--- src/design/cpsv_pkg.sv ---
// ----------------------------------------------------------------------------
// cpsv_pkg
// Shared types and constants for the position/velocity state vector unit.
// ----------------------------------------------------------------------------
package cpsv_pkg;

   // number of CORDIC rotation cells (12 to 32)
   localparam int CORDIC_STAGES = 24;

   // one full turn in Q10.22 degrees
   localparam logic signed [33:0] DEG_TURN = 34'sd1509949440;

   // reciprocal of 45 for 31-bit dividends: ceil(2^37 / 45)
   localparam logic [31:0] RECIP45_WIDE  = 32'd3054198967;
   localparam int          RECIP45_SHIFT = 37;
   // reciprocal of 45 for 13-bit dividends: ceil(2^19 / 45)
   localparam logic [13:0] RECIP45_NARROW = 14'd11651;
   localparam int          RECIP45_NSHIFT = 19;

   // CORDIC start value: gain compensation 0.60725 in Q2.30
   localparam logic signed [33:0] CORDIC_GAIN = 34'sd652032874;

   // configuration register indexes
   localparam logic [1:0] CSR_VELOCITY_SCALE = 2'd0;
   localparam logic [1:0] CSR_CENTURY_FACTOR = 2'd1;

   // reset values of the configuration registers
   localparam logic [31:0] VELOCITY_SCALE_RESET = 32'd3539071;
   localparam logic [9:0]  CENTURY_FACTOR_RESET = 10'd100;

   // one CORDIC rotator: cosine, sine and residual angle
   typedef struct packed {
      logic signed [33:0] x;
      logic signed [33:0] y;
      logic signed [33:0] z;
   } rot_type;

   // everything one star carries through the rotation chain
   typedef struct packed {
      logic               valid;
      rot_type            lon;
      rot_type            lat;
      logic               flip_lon;
      logic               flip_lat;
      logic signed [48:0] rdot;
      logic signed [41:0] adot;
      logic signed [41:0] ddot;
   } cell_type;

endpackage

--- src/design/cpsv_cordic_cell.sv ---
// ----------------------------------------------------------------------------
// cpsv_cordic_cell
// One CORDIC rotation step for both angles; hands the star to the next cell.
// ----------------------------------------------------------------------------
module cpsv_cordic_cell import cpsv_pkg::*; (
   input  logic       clock,
   input  logic       reset,
   input  logic       en,
   input  logic [4:0] stage_idx,
   input  cell_type   cell_in,
   output cell_type   cell_out
);

   // arctangent of 2^-i in binary angle units
   function automatic logic [29:0] atan_value(input logic [4:0] i);
      logic [29:0] a;
      unique case (i)
         5'd0:  a = 30'd536870912;
         5'd1:  a = 30'd316933406;
         5'd2:  a = 30'd167458907;
         5'd3:  a = 30'd85004756;
         5'd4:  a = 30'd42667331;
         5'd5:  a = 30'd21354465;
         5'd6:  a = 30'd10679838;
         5'd7:  a = 30'd5340245;
         5'd8:  a = 30'd2670163;
         5'd9:  a = 30'd1335087;
         5'd10: a = 30'd667544;
         5'd11: a = 30'd333772;
         5'd12: a = 30'd166886;
         5'd13: a = 30'd83443;
         5'd14: a = 30'd41722;
         5'd15: a = 30'd20861;
         5'd16: a = 30'd10430;
         5'd17: a = 30'd5215;
         5'd18: a = 30'd2608;
         5'd19: a = 30'd1304;
         5'd20: a = 30'd652;
         5'd21: a = 30'd326;
         5'd22: a = 30'd163;
         5'd23: a = 30'd81;
         5'd24: a = 30'd41;
         5'd25: a = 30'd20;
         5'd26: a = 30'd10;
         5'd27: a = 30'd5;
         5'd28: a = 30'd3;
         5'd29: a = 30'd1;
         5'd30: a = 30'd1;
         default: a = 30'd0;
      endcase
      return a;
   endfunction

   function automatic rot_type rotate(input rot_type r, input logic [4:0] i);
      rot_type            o;
      logic signed [33:0] xs;
      logic signed [33:0] ys;
      logic signed [33:0] at;
      xs = r.x >>> i;
      ys = r.y >>> i;
      at = $signed(34'(atan_value(i)));
      if (!r.z[33]) begin
         o.x = r.x - ys;
         o.y = r.y + xs;
         o.z = r.z - at;
      end else begin
         o.x = r.x + ys;
         o.y = r.y - xs;
         o.z = r.z + at;
      end
      return o;
   endfunction

   cell_type stage_ff, stage_in;

   always_comb begin
      stage_in     = cell_in;
      stage_in.lon = rotate(cell_in.lon, stage_idx);
      stage_in.lat = rotate(cell_in.lat, stage_idx);
   end

   always_ff @(posedge clock) begin
      if (reset) begin
         stage_ff.valid <= 1'b0;
      end else if (en) begin
         stage_ff <= stage_in;
      end
   end

   assign cell_out = stage_ff;

endmodule

--- config.mk ---
export PLATFORM = sky130hd
export DESIGN_NAME = cpsv_cordic_cell
export DESIGN_NICKNAME = d
export VERILOG_FILES = /design/src/design/cpsv_pkg.sv /design/src/design/cpsv_cordic_cell.sv
export SDC_FILE = /design/constraint.sdc
export NUM_CORES = 1
export LEC_CHECK = 0
export ABC_AREA = 1
export CORE_AREA = 2 2 267 269
export DETAILED_ROUTE_END_ITERATION = 8
export DIE_AREA = 0 0 269 271
export DONT_BUFFER_PORTS = 1
export PLACE_DENSITY_LB_ADDON = 0.3
export SYNTH_ARGS = -nofsm -noshare
export SYNTH_HDL_FRONTEND = slang
export SYNTH_SLANG_ARGS = --single-unit
--- constraint.sdc ---
create_clock -name clock -period 44.9 [get_ports clock]
set_input_delay 8.98 -clock clock [delete_from_list [all_inputs] [get_ports clock]]
set_output_delay 8.98 -clock clock [all_outputs]
set_load 0.02 [all_outputs]
* Word-level counts from Yosys, hierarchy flattened *
Memories as Yosys holds them, arrays and structs flattened.
Cells that the tools add are included.

storage, ports and cells
  register bits = 340
  ROM bits = 1,920
  bits of input ports = 348
  output and inout bits = 340
  logic and storage cells = 34
  memories kept = 2

memories
  memory            depth  bits a word  rd ports  clocked after memory_dff  write ports  line                    text
  (name not given)  32     30           1         0                         0            cpsv_cordic_cell.sv:17  unique case (i)
  (name not given)  32     30           1         0                         0            cpsv_cordic_cell.sv:17

operators by class
  add/sub/neg operators = 12
  shift-type cells = 4
  mux-type cells = 2
  bitwise gates (word level) = 1
  reductions and logical operators = 1

operator list
  cell              count
  $mux 102          2
  $add 34x34->34    4
  $sshr 34x5->34    4
  $sub 34x34->34    4
  $add 34x31->34    2
  $sub 34x31->34    2
  $reduce_and 2->1  1
  $not 1->1         1

* Longest topological paths before layout *
  depth in word-level cells = 3
  gate-level depth with buffers = 36
  depth with buffers taken out = 35

* Worst setup path before layout *
Ideal clock, no wire load.

  kind = input-to-reg
  start point = input en
  end point = register stage_ff (netlist bit cell_out[0]) (enable)
  library setup time = 1.058 ns
  arrival time = 23.241 ns
  data required time = 43.842 ns
  setup slack = 20.601 ns
  stages on the path = 2
  buffers on the path = 0
  cells stage by stage = inv_1 > nor2_1

between the ends
  cells in the longest elaborated chain, start to end = 1

ends and longest elaborated chain
  element                     line                    text
  start: declaration          cpsv_cordic_cell.sv:8   input logic en,
  $reduce_and 2->1 (no line)  n/a
  end signal: assignment      cpsv_cordic_cell.sv:86  stage_ff <= stage_in;
  end: declaration            cpsv_cordic_cell.sv:74  cell_type stage_ff, stage_in;

Every way passes these cells.
A chain may end at the register's enable or synchronous reset.

==> impl_results.md <==
- Peak VDD IR: 0.03168 mV
- Slew @ Worst Pin: 0.9207 ns
- Via Count: 33886
- Via/cell ratio: 5.798
- Post-DRT Antenna Nets: 0
- Non-Filler Instances: 5844
- Die Height: 271 µm
- Worst Skew: 0 ns
- I/O pins: 688
- Yosys cell types: 47
- Fin crit share: 0.3216
- Clock Root Buffer: clkbuf_16
- Worst hold path type: reg2reg
- Core area: 0.06979 mm²
- CTS tree: built
- WL/cell: 22.75 µm
- Critical path startpoint category: primary input
- Post-CTS Setup Inserts: 0
- DP Wirelength: 107200 µm
- Count of yosys warnings during synthesis: 0
- Utilization after layout: 0.5061
- Drt first pass iters: 8
- Clock Latency Late Sink: 0.57 ns
- Sequential area share after synthesis: 0.3042
- Setup repair after global routing missed its margin: no
- Slew Viols, Final: 0
- First-pass GRT wire length: 194200 µm
- Number of cells produced by synthesis: 4980
- Setup Viol. Count Final: 0
- Pwr Density: 36.84 mW/mm²
- Number of flops mapped to enable cells by yosys: 339
- H-Tree Depth: 2
- GP Congestion: 1.059
- Nets: 5430
- Worst-path maximum fanout: 149
- CP required: 45.21 ns
- Iteration-0 DRC Markers: 4049
- Post-synth design cell area: 0.03353 mm²
- Full die area: 0.07290 mm²
- CP endpoint kind: flip-flop
- Register bit total from synthesis: 340
- Starting Density: 0.4805
- Max-slew headroom at the worst pin: 0.3862
- Deepest clock path buffer count: 3
- Final hold violations: 0
- Port Buffers: 0
- GR Util met1: 0.4596
- Clock sinks: 340
- Clock transition at path regs: 0.07 ns
- Hold_buf cts: 0
- Initial antenna violation count: 15
- Share of cells above drive strength 1: 0.02923
- Status: finished, final reports clean
- Final min period: 14.44 ns
- Ys flop type: edfxtp_1
- Syn_area_per_cell: 6.733 µm²
- GR Util met3: 0.07500
- Post-CTS sizing: 0
- Fmax: 69.25 MHz
- Syn Nets: 5545
- Placed cell count: 5765
- Commonest non-fill, non-tap cell in the layout: nand2_1
- Num rows: 97
- Final WL: 132900 µm
- Leak: 16.58 nW
- Pin count of the biggest net entering global routing: 157
- Overflow after GRT: 0
- Total CTS buffers: 38
- GRT Max-Usage Layer: met2
- Synth async-reset ratio: 0
- Vias in the first global route: 30691
- Die width: 269 µm
- Max reg flops: 340
- Gr usage total: 0.3513
- DRC Markers: 0
- Crit path kind: in2reg
- Data arrival time of the worst path: 14.75 ns
- Commonest cells after routing, fill and taps aside: nand2_1, nand3_1, inv_1
- Post-route setup TNS: 0 ns
- Max_cap viols: 0
- Area grow syn2layout: 5.329%
- Met2 usage: 0.5743
metal layers:
layer,share of wire,up-vias
met5,0.00039,-
met4,0.035,8
met3,0.090,224
met2,0.46,1516
met1,0.41,15660
li1,-,16478
kinds of logic after synthesis:
logic type,count (synthesis),share of synthesized area
and+or+nand+nor,2889,0.3583
DFF,340,0.3042
adders and majority gates,217,0.08232
AOI/OAI and AO/OA,620,0.1034
buffers and inverters,625,0.07620
xor gates and xnor gates,289,0.07549
area by class of cell:
type / count / area [µm²]
Inverter: 456 / 1718
Timing Repair Buffer: 14 / 130.1
Clock buffer: 43 / 991.0
Clock inverter: 25 / 281.5
Antenna cell: 11 / 27.53
Sequential cell: 340 / 10200
Multi-Input combinational cell: 4015 / 20790
Tap cell: 940 / 1176
Fill cell: 7136 / 34470
through the flow:
stage / instance area, µm² / total power, mW / setup WS, ns / hold slack [ns]
2_1_floorplan: 33530 / 0.8541 / 20.60 / 0.5295
3_3_place_gp: 34020 / 0.9731 / 30.13 / 0.6033
3_5_place_dp: 34020 / 0.9703 / 30.13 / 0.6164
4_1_cts: 35290 / 1.299 / 30.74 / 0.6268
5_1_grt: 35300 / 1.377 / 30.02 / 0.6719
6_report: 35320 / 1.301 / 30.46 / 0.6342
worst paths after layout:
path,startpoint,endpoint,slack (ns),depth (start not counted)
worst max-delay path,stage_idx[2],cell_out[260],30.46,25
worst min-delay path,cell_out[339],cell_out[339],0.63,2
worst max register to register,cell_out[339],cell_out[339],44.07,2
worst min register to register,cell_out[339],cell_out[339],0.63,2
where the power goes:
group	total, mW	switching [mW]	internal [mW]
clock network	0.325	0.137	0.189
logic	0.486	0.323	0.163
registers	0.490	0.0726	0.417
synth_stat cells, drive strengths merged (2+ instances only):
library cell | n | area share
o22ai | 5 | 0.00093
a31oi | 64 | 0.012
or2 | 7 | 0.0013
o221a | 6 | 0.0020
nand3 | 732 | 0.11
a21oi | 239 | 0.036
a211oi | 10 | 0.0022
o2111ai | 4 | 0.0010
nand4 | 48 | 0.0091
nand2 | 1672 | 0.19
clkinv | 8 | 0.00090
nor4 | 4 | 0.00075
nor2 | 399 | 0.045
o311ai | 2 | 0.00052
and2 | 2 | 0.00037
nor3 | 18 | 0.0027
fa | 6 | 0.0036
clkbuf | 57 | 0.0064
o21a | 14 | 0.0031
ha | 211 | 0.079
o211ai | 12 | 0.0027
o31ai | 5 | 0.0011
xnor2 | 93 | 0.024
a21o | 25 | 0.0056
a21boi | 9 | 0.0020
inv | 448 | 0.050
nand3b | 6 | 0.0013
xor2 | 196 | 0.051
buf | 112 | 0.019
edfxtp | 339 | 0.30
o21ai | 217 | 0.033
o21bai | 2 | 0.00045
o221ai | 5 | 0.0013
critical path: stages:
cell and delay (ns):
clkinv_2 0.53, buf_4 0.74, a21oi_1 0.21, o21ai_0 0.25, o311ai_0 0.30, inv_1 0.15, ha_1 0.19, nand3_1 0.11
nor3_1 0.33, nand3_1 0.12, nand2_1 0.09, nand2_1 0.07, o21ai_0 0.22, ha_1 0.33, nand2_1 0.10, a21oi_1 0.05
a211oi_1 0.27, nand2_1 0.19, a21oi_1 0.28, inv_1 0.15, nand2_1 0.08, nand2_1 0.11, a21boi_0 0.36, o21ai_0 0.18
xor2_1 0.19
No activity file was read; power rests on OpenSTA's default activity.
